File: src/hdl/quadtree_node_locator_assert.svh
// Assertion macros shared by the quadtree node locator RTL.
// Expects signals named clock and reset in the including scope.
`ifndef QUADTREE_NODE_LOCATOR_ASSERT_SVH
`define QUADTREE_NODE_LOCATOR_ASSERT_SVH

// Same-cycle implication, disabled while reset is high.
`define QNL_ASSERT_HOLDS(label, ante, cons, msg) \
   label: assert property (@(posedge clock) disable iff (reset) (ante) |-> (cons)) \
      else $error(msg);

// Next-cycle implication, disabled while reset is high.
`define QNL_ASSERT_NEXT(label, ante, cons, msg) \
   label: assert property (@(posedge clock) disable iff (reset) (ante) |=> (cons)) \
      else $error(msg);

`endif

File: src/hdl/qnl_pkg.sv
// Package for the quadtree node locator: geometry and width constants.
// No dependencies.
`timescale 1ns / 1ps

package qnl_pkg;

   // Default deepest subdivision the pipeline is built for.
   localparam int QNL_MAX_LEVELS = 8;

   // Root square in Q8.8: x in [-100, 100), y in [-100, 100).
   localparam int ROOT_LEFT  = -25600;
   localparam int ROOT_TOP   = 25600;
   localparam int ROOT_WIDTH = 51200;

   localparam int TAG_W     = 32;
   localparam int COORD_W   = 16;
   localparam int CALC_W    = 18;  // holds +/-25600 plus headroom for edge sums
   localparam int LVL_W     = 4;
   localparam int IDX_OUT_W = 8;

   localparam logic [LVL_W-1:0] DEPTH_RESET = 4'd8;

   localparam int REQ_DATA_W = 96;
   localparam int RSP_DATA_W = 56;

endpackage

File: src/hdl/quadtree_node_locator.sv
// Quadtree node locator top level: one pipeline stage per tree level.
// Depends on qnl_pkg and quadtree_node_locator_assert.svh.
`timescale 1ns / 1ps
`include "quadtree_node_locator_assert.svh"

// Finds the deepest node of a full quadtree over [-100,100) x [-100,100)
// (Q8.8 coordinates) that holds an axis-aligned box.
//
// Channels:
//   req_*  : one item = entity id plus box edges (min_x, max_x, min_y, max_y).
//   rsp_*  : one item per request, in order: tag, found, level, column, row.
//   csr_*  : write-only tree_depth register (reset value 8, saturated to
//            MAX_LEVELS internally). Write it only while no item is in flight.
//
// Path: an item passes MAX_LEVELS + 1 registers (one for the root test, then one
// per level, the last of which is the output register). Throughput: one item per
// cycle while rsp_tready stays high, set by the per-level stages.
//
// Backpressure: each stage loads whenever it is empty or its successor
// moves, so bubbles collapse and req_tready only drops once every stage
// holds an item and rsp_tready is low. Nothing is dropped or repeated.
//
// Reset (synchronous, active high) empties the pipeline and sets
// tree_depth back to 8.
module quadtree_node_locator
   import qnl_pkg::*;
#(
   parameter int MAX_LEVELS = QNL_MAX_LEVELS  // 1..8 (cell indices leave in 8-bit fields)
) (
   input  logic                  clock,
   input  logic                  reset,
   // req_tdata: entity_id[31:0], min_x[47:32], max_x[63:48],
   //            min_y[79:64], max_y[95:80]
   input  logic                  req_tvalid,
   output logic                  req_tready,
   input  logic [REQ_DATA_W-1:0] req_tdata,
   // rsp_tdata: tag_out[31:0], found[32], level[36:33], cell_col[44:37],
   //            cell_row[52:45], zero pad[55:53]
   output logic                  rsp_tvalid,
   input  logic                  rsp_tready,
   output logic [RSP_DATA_W-1:0] rsp_tdata,
   input  logic                  csr_we,
   input  logic [LVL_W-1:0]      csr_wdata
);

   localparam int N  = MAX_LEVELS;
   localparam int IW = MAX_LEVELS;   // node index width at the deepest level

   // config
   logic [LVL_W-1:0] depth_ff;
   logic [LVL_W-1:0] depth_eff;

   always_ff @(posedge clock) begin
      if (reset) begin
         depth_ff <= DEPTH_RESET;
      end else if (csr_we) begin
         depth_ff <= csr_wdata;
      end
   end

   assign depth_eff = (depth_ff > LVL_W'(N)) ? LVL_W'(N) : depth_ff;

   // pipeline state, stage 0 = root test, stage k = level k
   logic                       vld_ff [0:N];
   logic                       rdy    [0:N];
   logic [TAG_W-1:0]           tag_ff [0:N];
   logic signed [COORD_W-1:0]  x0_ff  [0:N];
   logic signed [COORD_W-1:0]  x1_ff  [0:N];
   logic signed [COORD_W-1:0]  y0_ff  [0:N];
   logic signed [COORD_W-1:0]  y1_ff  [0:N];
   logic signed [CALC_W-1:0]   cx_ff  [0:N];
   logic signed [CALC_W-1:0]   cy_ff  [0:N];
   logic [IW-1:0]              col_ff [0:N];
   logic [IW-1:0]              row_ff [0:N];
   logic [LVL_W-1:0]           lvl_ff [0:N];
   logic                       fnd_ff [0:N];
   logic                       act_ff [0:N];  // still descending

   logic                       vld_in [0:N];
   logic [TAG_W-1:0]           tag_in [0:N];
   logic signed [COORD_W-1:0]  x0_in  [0:N];
   logic signed [COORD_W-1:0]  x1_in  [0:N];
   logic signed [COORD_W-1:0]  y0_in  [0:N];
   logic signed [COORD_W-1:0]  y1_in  [0:N];
   logic signed [CALC_W-1:0]   cx_in  [0:N];
   logic signed [CALC_W-1:0]   cy_in  [0:N];
   logic [IW-1:0]              col_in [0:N];
   logic [IW-1:0]              row_in [0:N];
   logic [LVL_W-1:0]           lvl_in [0:N];
   logic                       fnd_in [0:N];
   logic                       act_in [0:N];

   logic [N:0]                 vld_all;

   // output views used by the checks
   logic                       rsp_fnd;
   logic [19:0]                rsp_node;  // level, column, row

   for (genvar k = 0; k <= N; k++) begin : g_stage

      // ready chain: load when empty or when the next stage takes our item
      if (k == N) begin : g_rdy_last
         assign rdy[k] = !vld_ff[k] || rsp_tready;
      end else begin : g_rdy_mid
         assign rdy[k] = !vld_ff[k] || rdy[k+1];
      end

      assign vld_all[k] = vld_ff[k];

      if (k == 0) begin : g_root
         logic signed [CALC_W-1:0] x0e, x1e, y0e, y1e;
         logic                     hit;

         always_comb begin
            x0e = CALC_W'(x0_in[0]);
            x1e = CALC_W'(x1_in[0]);
            y0e = CALC_W'(y0_in[0]);
            y1e = CALC_W'(y1_in[0]);
            hit = (x0e >= CALC_W'(ROOT_LEFT))
               && (x1e <  CALC_W'(ROOT_LEFT + ROOT_WIDTH))
               && (y0e >= CALC_W'(ROOT_TOP - ROOT_WIDTH))
               && (y1e <  CALC_W'(ROOT_TOP));
         end

         assign vld_in[0] = req_tvalid;
         assign tag_in[0] = req_tdata[31:0];
         assign x0_in[0]  = req_tdata[47:32];
         assign x1_in[0]  = req_tdata[63:48];
         assign y0_in[0]  = req_tdata[79:64];
         assign y1_in[0]  = req_tdata[95:80];
         assign cx_in[0]  = CALC_W'(ROOT_LEFT);
         assign cy_in[0]  = CALC_W'(ROOT_TOP);
         assign col_in[0] = '0;
         assign row_in[0] = '0;
         assign lvl_in[0] = '0;
         assign fnd_in[0] = hit;
         assign act_in[0] = hit;
      end else begin : g_level
         // width of the children at this level (half the parent's), and full child pair width
         localparam logic signed [CALC_W-1:0] HW  = CALC_W'(ROOT_WIDTH >> k);
         localparam logic signed [CALC_W-1:0] HW2 = CALC_W'(ROOT_WIDTH >> (k - 1));

         logic signed [CALC_W-1:0] x0e, x1e, y0e, y1e;
         logic                     l_ok, r_ok, t_ok, b_ok;
         logic                     hit, go, dx, dy;

         always_comb begin
            x0e  = CALC_W'(x0_ff[k-1]);
            x1e  = CALC_W'(x1_ff[k-1]);
            y0e  = CALC_W'(y0_ff[k-1]);
            y1e  = CALC_W'(y1_ff[k-1]);
            l_ok = (x0e >= cx_ff[k-1])      && (x1e < cx_ff[k-1] + HW);
            r_ok = (x0e >= cx_ff[k-1] + HW) && (x1e < cx_ff[k-1] + HW2);
            t_ok = (y1e <  cy_ff[k-1])      && (y0e >= cy_ff[k-1] - HW);
            b_ok = (y1e <  cy_ff[k-1] - HW) && (y0e >= cy_ff[k-1] - HW2);
            hit  = (l_ok || r_ok) && (t_ok || b_ok);
            go   = act_ff[k-1] && (LVL_W'(k) <= depth_eff);

            // child order: top-left, top-right, bottom-left, bottom-right
            if (l_ok && t_ok) begin
               dx = 1'b0;
               dy = 1'b0;
            end else if (r_ok && t_ok) begin
               dx = 1'b1;
               dy = 1'b0;
            end else if (l_ok && b_ok) begin
               dx = 1'b0;
               dy = 1'b1;
            end else begin
               dx = 1'b1;
               dy = 1'b1;
            end

            vld_in[k] = vld_ff[k-1];
            tag_in[k] = tag_ff[k-1];
            x0_in[k]  = x0_ff[k-1];
            x1_in[k]  = x1_ff[k-1];
            y0_in[k]  = y0_ff[k-1];
            y1_in[k]  = y1_ff[k-1];
            fnd_in[k] = fnd_ff[k-1];
            cx_in[k]  = cx_ff[k-1];
            cy_in[k]  = cy_ff[k-1];
            col_in[k] = col_ff[k-1];
            row_in[k] = row_ff[k-1];
            lvl_in[k] = lvl_ff[k-1];
            act_in[k] = 1'b0;
            if (go && hit) begin
               cx_in[k]  = dx ? cx_ff[k-1] + HW : cx_ff[k-1];
               cy_in[k]  = dy ? cy_ff[k-1] - HW : cy_ff[k-1];
               col_in[k] = IW'({col_ff[k-1], dx});
               row_in[k] = IW'({row_ff[k-1], dy});
               lvl_in[k] = lvl_ff[k-1] + LVL_W'(1);
               act_in[k] = 1'b1;
            end
         end
      end

      always_ff @(posedge clock) begin
         if (reset) begin
            vld_ff[k] <= 1'b0;
         end else if (rdy[k]) begin
            vld_ff[k] <= vld_in[k];
         end
      end

      always_ff @(posedge clock) begin
         if (rdy[k]) begin
            tag_ff[k] <= tag_in[k];
            x0_ff[k]  <= x0_in[k];
            x1_ff[k]  <= x1_in[k];
            y0_ff[k]  <= y0_in[k];
            y1_ff[k]  <= y1_in[k];
            cx_ff[k]  <= cx_in[k];
            cy_ff[k]  <= cy_in[k];
            col_ff[k] <= col_in[k];
            row_ff[k] <= row_in[k];
            lvl_ff[k] <= lvl_in[k];
            fnd_ff[k] <= fnd_in[k];
            act_ff[k] <= act_in[k];
         end
      end
   end

   assign req_tready = rdy[0];
   assign rsp_tvalid = vld_ff[N];
   assign rsp_tdata  = {3'b000,
                        IDX_OUT_W'(row_ff[N]),
                        IDX_OUT_W'(col_ff[N]),
                        lvl_ff[N],
                        fnd_ff[N],
                        tag_ff[N]};

   assign rsp_fnd  = rsp_tdata[32];
   assign rsp_node = rsp_tdata[52:33];

   // assertions
   `QNL_ASSERT_HOLDS(a_miss_is_root, rsp_tvalid && !rsp_fnd, rsp_node == '0, "miss with node set")
   `QNL_ASSERT_HOLDS(a_level_max, rsp_tvalid, lvl_ff[N] <= LVL_W'(N), "level too deep")
   `QNL_ASSERT_HOLDS(a_stall_full, !req_tready, &vld_all, "stall with a bubble")
   `QNL_ASSERT_NEXT(a_advance, vld_ff[N-1] && rdy[N], vld_ff[N], "item lost at the output")

endmodule

File: config.mk
export PLATFORM = sky130hd
export DESIGN_NAME = quadtree_node_locator
export DESIGN_NICKNAME = d
export VERILOG_FILES = /design/src/hdl/qnl_pkg.sv /design/src/hdl/quadtree_node_locator.sv
export VERILOG_INCLUDE_DIRS = /design/src /design/src/hdl
export SDC_FILE = /design/constraint.sdc
export NUM_CORES = 1
export LEC_CHECK = 0
export BUFFER_PORTS_ARGS = -buffer_cell sky130_fd_sc_hd__buf_4
export CORE_MARGIN = 2
export CORE_UTILIZATION = 35
export DETAILED_ROUTE_END_ITERATION = 8
export PLACE_DENSITY = 0.55
export SLEW_MARGIN = 20
export SYNTH_ARGS = -nofsm -noshare
export SYNTH_HDL_FRONTEND = slang
export SYNTH_SLANG_ARGS = --single-unit
File: constraint.sdc
create_clock -name clock -period 10.3 [get_ports clock]
set_input_delay 0.515 -clock clock [delete_from_list [all_inputs] [get_ports clock]]
set_output_delay 0.515 -clock clock [all_outputs]
set_load 0.05 [all_outputs]
# Word level (Yosys, flattened, before mapping)
# Memory sizes are Yosys's and may differ from the RTL's.
# Index checks and enable logic that the tools add are counted.
[word_totals] ff_bits=4 mem_bits_rw=1395 output_inout_bits=58 word_cells=409 memories=13
[classes] addsub=40 magnitude_cmp=77 mux=152 bitwise_logic=9 reduce_logical=117
[memory_table] memory="tag_ff" words=9 word_bits=32 rd=9 rd_ports_with_merged_regs=0 write_ports=9 line="quadtree_node_locator.sv:66" source="logic [TAG_W-1:0] tag_ff [0:N];"
[memory_table] memory="cx_ff" words=9 word_bits=18 rd=8 rd_ports_with_merged_regs=0 write_ports=9 line="quadtree_node_locator.sv:71" source="logic signed [CALC_W-1:0] cx_ff [0:N];"
[memory_table] memory="cy_ff" words=9 word_bits=18 rd=8 rd_ports_with_merged_regs=0 write_ports=9 line="quadtree_node_locator.sv:72" source="logic signed [CALC_W-1:0] cy_ff [0:N];"
[memory_table] memory="x0_ff" words=9 word_bits=16 rd=8 rd_ports_with_merged_regs=0 write_ports=9 line="quadtree_node_locator.sv:67" source="logic signed [COORD_W-1:0] x0_ff [0:N];"
[memory_table] memory="x1_ff" words=9 word_bits=16 rd=8 rd_ports_with_merged_regs=0 write_ports=9 line="quadtree_node_locator.sv:68" source="logic signed [COORD_W-1:0] x1_ff [0:N];"
[memory_table] memory="y0_ff" words=9 word_bits=16 rd=8 rd_ports_with_merged_regs=0 write_ports=9 line="quadtree_node_locator.sv:69" source="logic signed [COORD_W-1:0] y0_ff [0:N];"
[memory_table] memory="7 more memories"
[op_table] operator="16-bit by 18-bit >= comparator with 1-bit output" count=32
[op_table] operator="16-bit by 18-bit < comparator with 1-bit output" count=32
[op_table] operator="18-bit 2-to-1 mux" count=32
[op_table] operator="8-bit 2-to-1 mux" count=16
[op_table] operator="1-bit 2-to-1 mux" count=95
[op_table] operator="1-bit logical AND" count=83
[op_table] operator="18-bit by 10-bit adder with 18-bit output (second input constant)" count=2
[op_table] operator="18-bit by 11-bit adder with 18-bit output (second input constant)" count=2
[op_table] operator="18-bit by 12-bit adder with 18-bit output (second input constant)" count=2
[op_table] operator="18-bit by 13-bit adder with 18-bit output (second input constant)" count=2
[op_table] operator="18-bit by 14-bit adder with 18-bit output (second input constant)" count=2
[op_table] operator="18-bit by 15-bit adder with 18-bit output (second input constant)" count=2
[op_table] operator="18-bit by 16-bit adder with 18-bit output (second input constant)" count=2
[op_table] operator="4-bit 2-to-1 mux" count=9
[op_table] operator="18-bit by 10-bit subtractor with 18-bit output (second input constant)" count=2
[op_table] operator="18-bit by 11-bit subtractor with 18-bit output (second input constant)" count=2
[op_table] operator="18-bit by 12-bit subtractor with 18-bit output (second input constant)" count=2
[op_table] operator="18-bit by 13-bit subtractor with 18-bit output (second input constant)" count=2
[op_table] operator="18-bit by 14-bit subtractor with 18-bit output (second input constant)" count=2
[op_table] operator="18-bit by 15-bit subtractor with 18-bit output (second input constant)" count=2
[op_table] operator="18-bit by 16-bit subtractor with 18-bit output (second input constant)" count=2
[op_table] operator="4-bit by 1-bit adder with 4-bit output (second input constant)" count=8
[op_table] operator="16-bit >= comparator (second input constant)" count=2
[op_table] operator="16-bit < comparator (second input constant)" count=2
[op_table] operator="12 further kinds" count=56

# Depth between registers and ports, before layout
# Gate-level depths: netlist of the first run.
# An unclocked memory read counts as a cell.
[depth] depth_word=15 depth_mapped=18 mapped_depth_nobuf=18

# Least setup slack after synthesis of the first run
# Ideal clock, no wire load.
[synth_path] path_kind="reg2reg" from="mem vld_ff[8]" to="mem vld_ff[0] (data pin)" setup_ps=273 arrival_time_ps=8240 required_time_ps=10027 slack_ps=1787 stages_incl_launch_ff=10 path_buffers=1 path_cell_list="edfxtp_1 -> nor2b_1 -> and3_1 -> and2_1 -> clkbuf_1 -> nand3_1 -> nor2_1 -> and2_1 -> nand2_1 -> and3b_1"
[synth_lines] element="start, declared" line="quadtree_node_locator.sv:64" source="logic vld_ff [0:N];"

==> impl_metrics.ini, run 1 <==
[timing]
rsz0062_at_grt = no
finalHoldViolCount = 0
relSlewSlack_pct = 29.5
tns_ns = 0
finClkSkew_ns = 0.0344
fin_crit_ns = 5.12
slew_viol_final = 0
worst_slack_ns = 5.18
setup_viol = 0
period_share_pct = 49.7
max_freq_mhz = 195
worst_pin_slew_ns = 1.06

[power_and_ir_drop]
powerDensity_nw_per_um2 = 167
total_leakage_power_nw = 23.2
ir_worst_vdd_v = 0.000133

[floorplan]
start_util_pct = 35.3
die_w_microns = 385
die_y_microns = 385
pin_count = 163
fp-row-count = 139
fp.coreArea_sq_um = 144000
die_area_sq_um = 148000

[cells_and_area]
layout_common_cells = edfxtp_1, ha_1, xnor2_1
design_area_sq_um = 58600
utilization_pct = 40.7
mostFrequentLayoutCell = edfxtp_1
synthToLayoutAreaGrowth_pct = 15.3
layout.nets = 4715
fillers = 13400
layout-drive-gt1-share_pct = 10.5

[logic_synthesis]
async_flop_share_pct = 0
yosysSeqAreaShare_pct = 59.8
synth_top_area_share_pct = 59.6
syn_inst = 3707
synth.distinct_cells = 99
postSynthAreaPerCell_sq_um = 13.7
yosysWarnings = 0
ys_seq_elements = 1012
synth_edf_count = 1008
syn-cell-area_sq_um = 50800
synth_ff_type = edfxtp_1
synth_area_leaders = edfxtp_1, ha_1, xnor2_1
synth_top_area_cell = edfxtp_1

[critical_path]
cp-start-kind = flop
cp.buffers_inverters = 1
crit_path_max_incr_delay_ns = 0.51
critPathRequiredTime_ns = 10.73
slowest_stage = edfxtp_1
path_cells = inv_1 > ha_1 > nor3_1 > or3_1 > nor3_1 > nand3_1 > xnor2_1 > ha_1 > nor3_1 > nand4_1 > o221a_2 > nand2_1 > a221o_1 > a221oi_2 > o21bai_1 > nor2_1 > xnor2_1
path_class = reg2reg
crit_top_cell = nor3_1
arrival_ns = 5.55
critPathTopFamily = simple AND/OR/NAND/NOR gates
crit_path_end_kind = flop
crit_fanout = 12

[clock_tree]
cts.sinks = 1012
cts.path.max_buffers = 3
cts_buffers = 108
path_clk_slew_ns = 0.06
post_cts_buffers = 0
cts_root_buffer = clkbuf_16
ctsHoldBuffers = 94
clk-insertion-delay-late_ns = 0.72
cts_resized = 0
htreeDepth = 3
cts_tree = yes

[status]
status = finished clean

[detailed_routing]
ant_nets = 0
wl_microns = 103000
dr_total_vias = 29000
first_pass_iters = 5
wl_per_cell_microns = 17.2
drtIter0Drc = 1322
vias_per_cell = 4.83
drc = 0

[placed_design]
gp_congestion = 0.879
place_area_sq_um = 54200
io_buffers = 153
dp_worst_setup_slack_ns = 5.16
dp_hpwl_microns = 78100

[global_routing]
grt_pass1_wl_microns = 164000
grt_max_degree = 86
grt_pass1_vias = 30100
gr-total-overflow = 0
grt_util_all_layers_pct = 14.1
antenna_found_initial = 3

[run]
drv_cap = 0

[min_path]
min_path_type = in2reg
sequential cells by signal, indices dropped and copies added (netlist names):
signal,cells
cx_ff,68
act_ff,8
row_ff,36
lvl_ff,25
fnd_ff,8
x1_ff,104
y1_ff,104
tag_ff,288
x0_ff,128
cy_ff,66
vld_ff,9
col_ff,36
y0_ff,128
depth_ff,4
layer usage:
| metal | part of all wire, % | track usage [%] | vias to the layer above |
|---|---|---|---|
| met2 | 47 | 23.0 | 403 |
| met1 | 47 | 18.7 | 13800 |
| met3 | 3.1 | 2.05 | 186 |
| met4 | 3.7 | 6.10 | 2 |
| met5 | 0.015 | 0 | - |
| li1 | - | - | 14600 |
through the flow:
| step | total power, mW | hold slack, ns | instances |
|---|---|---|---|
| 6_report | 9.77 | 0.0682 | 6009 |
| 5_1_grt | 10.2 | 0.0458 | 6009 |
| 4_1_cts | 9.91 | 0.00268 | 6007 |
| 3_5_place_dp | 6.07 | 0.405 | 5715 |
| 3_3_place_gp | 6.05 | 0.400 | 5715 |
| 2_1_floorplan | 5.72 | 0.400 | 3709 |
where the power goes:
part / total, mW / leakage, nW / switching [mW] / internal (mW)
Sequential: 4.93 / 10.9 / 0.183 / 4.75
Clock: 3.76 / 1.69 / 1.59 / 2.17
Combinational: 1.07 / 10.6 / 0.580 / 0.493
final cells by class:
class	instances	area [sq um]	area share [%]
inverter	246	946	1.61
timing repair buffer	266	2230	3.81
sequential	1012	30300	51.8
multi-input combinational	2382	19200	32.8
clock inverter	70	606	1.03
antenna	2	5.00	0.00854
tap	1903	2380	4.07
clock buffer	128	2850	4.87
logic make-up (layout without fill, tap and decap cells):
family / after synthesis / count (layout) / share of synthesized area [%]
compound gates: 599 / 599 / 7.83
mux: 65 / 65 / 1.47
simple gates: 824 / 824 / 8.65
other cells: 1 / 5 / 0.00738
flops: 1012 / 1012 / 59.8
xor+xnor: 296 / 296 / 5.12
fa+ha+maj: 595 / 595 / 14.7
buf+inv: 315 / 710 / 2.52
path summary, 6_finish.rpt:
path / from / slack [ns] / cells past startpoint / to
worst max-delay path: cy_ff[0][113] / 5.18 / 17 / cy_ff[0][131]
worst min-delay path: csr_we / 0.07 / 2 / depth_ff[3]
worst max register to register: cy_ff[0][113] / 5.18 / 17 / cy_ff[0][131]
worst min register to register: y1_ff[0][51] / 0.41 / 0 / y1_ff[0][67]
synthesized netlist by cell type (all sizes together) (12+ instances only):
library cell,instances
a211o,12
a211oi,24
a21o,64
a21oi,136
a31oi,27
and2,22
and3,18
buf,29
clkbuf,40
edfxtp,1008
ha,594
inv,238
mux2,51
mux2i,14
nand2,163
nand2b,41
nand3,69
nand4,41
nor2,174
nor2b,60
nor3,78
nor3b,13
nor4,51
nor4b,22
o211ai,24
o21a,62
o21ai,134
or3,21
xnor2,281
xor2,15
(Power assumes the default switching activity.)
==> inputs of run 2 (changes only) <==
--- a/config.mk
+++ b/config.mk
@@ -10,7 +10,7 @@
 export CORE_MARGIN = 2
 export CORE_UTILIZATION = 35
 export DETAILED_ROUTE_END_ITERATION = 8
-export PLACE_DENSITY = 0.55
+export PLACE_DENSITY = 0.57
 export SLEW_MARGIN = 20
 export SYNTH_ARGS = -nofsm -noshare
 export SYNTH_HDL_FRONTEND = slang
==> constraint.sdc (replaced) <==
create_clock -name clock -period 4.3 [get_ports clock]
set_input_delay 0.215 -clock clock [delete_from_list [all_inputs] [get_ports clock]]
set_output_delay 0.215 -clock clock [all_outputs]
set_load 0.05 [all_outputs]
==> run 2 against run 1 <==
Die area stayed put. Total power is 140% higher. Combinational power grew to 2.6 times the previous value. Sequential share of layout area is 1.3 points lower. Clock power is 140% higher. Worst setup slack worse by 5.1 ns. Clock-buffer cell count is 5 lower. Non-clock buffer count is 144 higher. First-iteration DRC count is 2.5% higher. Critical path type unchanged. Critical endpoint is now lvl_ff[7][1].
==> impl_metrics.ini, run 2 (synthesis gave the netlist of run 1 again) <==
[power_and_ir_drop]
ir_worst_vdd_v = 0.000350
powerDensity_nw_per_um2 = 394
total_leakage_power_nw = 24.0

[critical_path]
cp-start-kind = flop
path_class = reg2reg
arrival_ns = 4.63
critPathCapture = lvl_ff[7][1]
crit_fanout = 6
reg2reg_slack_ns = 0.12
critPathRequiredTime_ns = 4.75
startpoint = cy_ff[0][114]
crit_path_end_kind = flop
reg2reg_depth = 18
reg2reg_to = lvl_ff[7][1]
timing.rr.start = cy_ff[0][114]

[floorplan]
fp-row-count = 139
fp.coreArea_sq_um = 144000
pin_count = 163
start_util_pct = 35.3
die_area_sq_um = 148000
die_w_microns = 385
die_y_microns = 385

[placed_design]
gp_congestion = 0.884
dp_worst_setup_slack_ns = -0.263
io_buffers = 153
dp_hpwl_microns = 80000

[timing]
relSlewSlack_pct = 35.7
period_share_pct = 97.3
finClkSkew_ns = 0.0440
max_freq_mhz = 239
worst_slack_ns = 0.117
setup_viol = 0
finalHoldViolCount = 0
worst_pin_slew_ns = 0.965
fin_crit_ns = 4.18
slew_viol_final = 0

[global_routing]
grt_pass1_vias = 30800
grt_util_all_layers_pct = 14.3
antenna_found_initial = 1
grt_max_degree = 73
gr-total-overflow = 0
grt_pass1_wl_microns = 167000

[detailed_routing]
ant_nets = 0
dr_total_vias = 29600
vias_per_cell = 4.81
drc = 0
first_pass_iters = 5
wl_microns = 105000
drtIter0Drc = 1355
wl_per_cell_microns = 17.1

[clock_tree]
htreeDepth = 3
cts.sinks = 1012
cts_root_buffer = clkbuf_16
cts_tree = yes
path_clk_slew_ns = 0.06
clk-insertion-delay-late_ns = 0.72
cts_buffers = 108
cts.path.max_buffers = 3

[run]
drv_cap = 0

[cells_and_area]
mostFrequentLayoutCell = edfxtp_1
n_antenna_cell = 0
layout.nets = 4859
layout_common_cells = edfxtp_1, ha_1, buf_4
utilization_pct = 41.8
top_regs = tag_ff (288), x0_ff (128), y0_ff (128)
layout-drive-gt1-share_pct = 14.5
synthToLayoutAreaGrowth_pct = 18.3
largest_reg_flops = 288
largest-register = tag_ff

[min_path]
min_path_type = in2reg

[status]
status = finished clean
-- run 2: cell types whose count changed in the layout (fill, tap and decap cells not counted), moves of 6 or more --
cell / before / now
nor2_1: 172 / 166
dlygate4sd3_1: 94 / 104
buf_4: 172 / 297
nor3_1: 76 / 70
-- run 2: layout make-up --
class,instances,area (sq um)
fillers,13200,83700
clock inverters,75,733
inverters,246,948
flip-flops and latches,1012,30300
clock buffers,123,2780
repair buffers,410,3420
multi-input cells,2382,19500
well taps,1903,2380
-- run 2: how the worst min path moves through the flow --
stage / from / endpoint / cells after the start
after floorplan: req_tdata[0] / tag_ff[0][0] / 0
after global placement: req_tdata[29] / tag_ff[0][29] / 1
after detailed placement: req_tdata[29] / tag_ff[0][29] / 1
after CTS: req_tdata[95] / y1_ff[0][15] / 2
after global routing: req_tdata[58] / x1_ff[0][10] / 2
final: req_tdata[88] / y1_ff[0][8] / 2
-- run 2: power by group --
| group | internal [mW] | switching [mW] | total (mW) |
|---|---|---|---|
| Combinational | 1.30 | 1.47 | 2.77 |
| Clock | 5.31 | 3.82 | 9.13 |
| Sequential | 11.4 | 0.408 | 11.8 |
| Total | 18.0 | 5.70 | 23.7 |
-- run 2: through the flow --
step | cells | total power [mW] | hold slack, ns | setup TNS, ns | cell area [sq um]
global route | 6151 | 24.8 | 0.167 | -0.370 | 60100
finish | 6151 | 23.7 | 0.215 | 0 | 60100
global placement | 5840 | 14.6 | 0.393 | -0.318 | 55200
floorplan | 3709 | 13.7 | 0.314 | -123.55 | 50900
CTS | 6144 | 24.0 | 0.134 | 0 | 59800
detailed placement | 5840 | 14.7 | 0.394 | -0.775 | 55200
-- run 2: metal layers --
layer	up-vias	global-route usage [%]	routed length, microns
met5	-	0	11
met4	2	4.94	2840
met3	162	1.76	2740
met2	350	24.4	50900
met1	14100	18.7	48700
li1	14900	-	-
-- run 2: repair_timing --
action                                  4_1_cts  5_1_grt
endpoints found under the setup margin       14       94
endpoints found under the hold margin       105        0
hold buffers                                104        0
resized for setup                             1       51
cloned                                        0        1
pin swaps                                     1       15
buffers inserted                              2        6
-- run 2: critical path: stages, from the launching register on --
cell	delay (ns)
edfxtp_1	0.40
inv_2	0.10
ha_4	0.16
nor3_4	0.04
or3_4	0.40
nor3_2	0.15
buf_4	0.17
xnor2_2	0.08
ha_1	0.30
o2111ai_1	0.10
a21oi_1	0.20
nor3_1	0.09
o311a_1	0.40
o2111a_2	0.31
buf_6	0.13
or3_4	0.40
nand2_8	0.10
buf_6	0.10
mux2_4	0.28
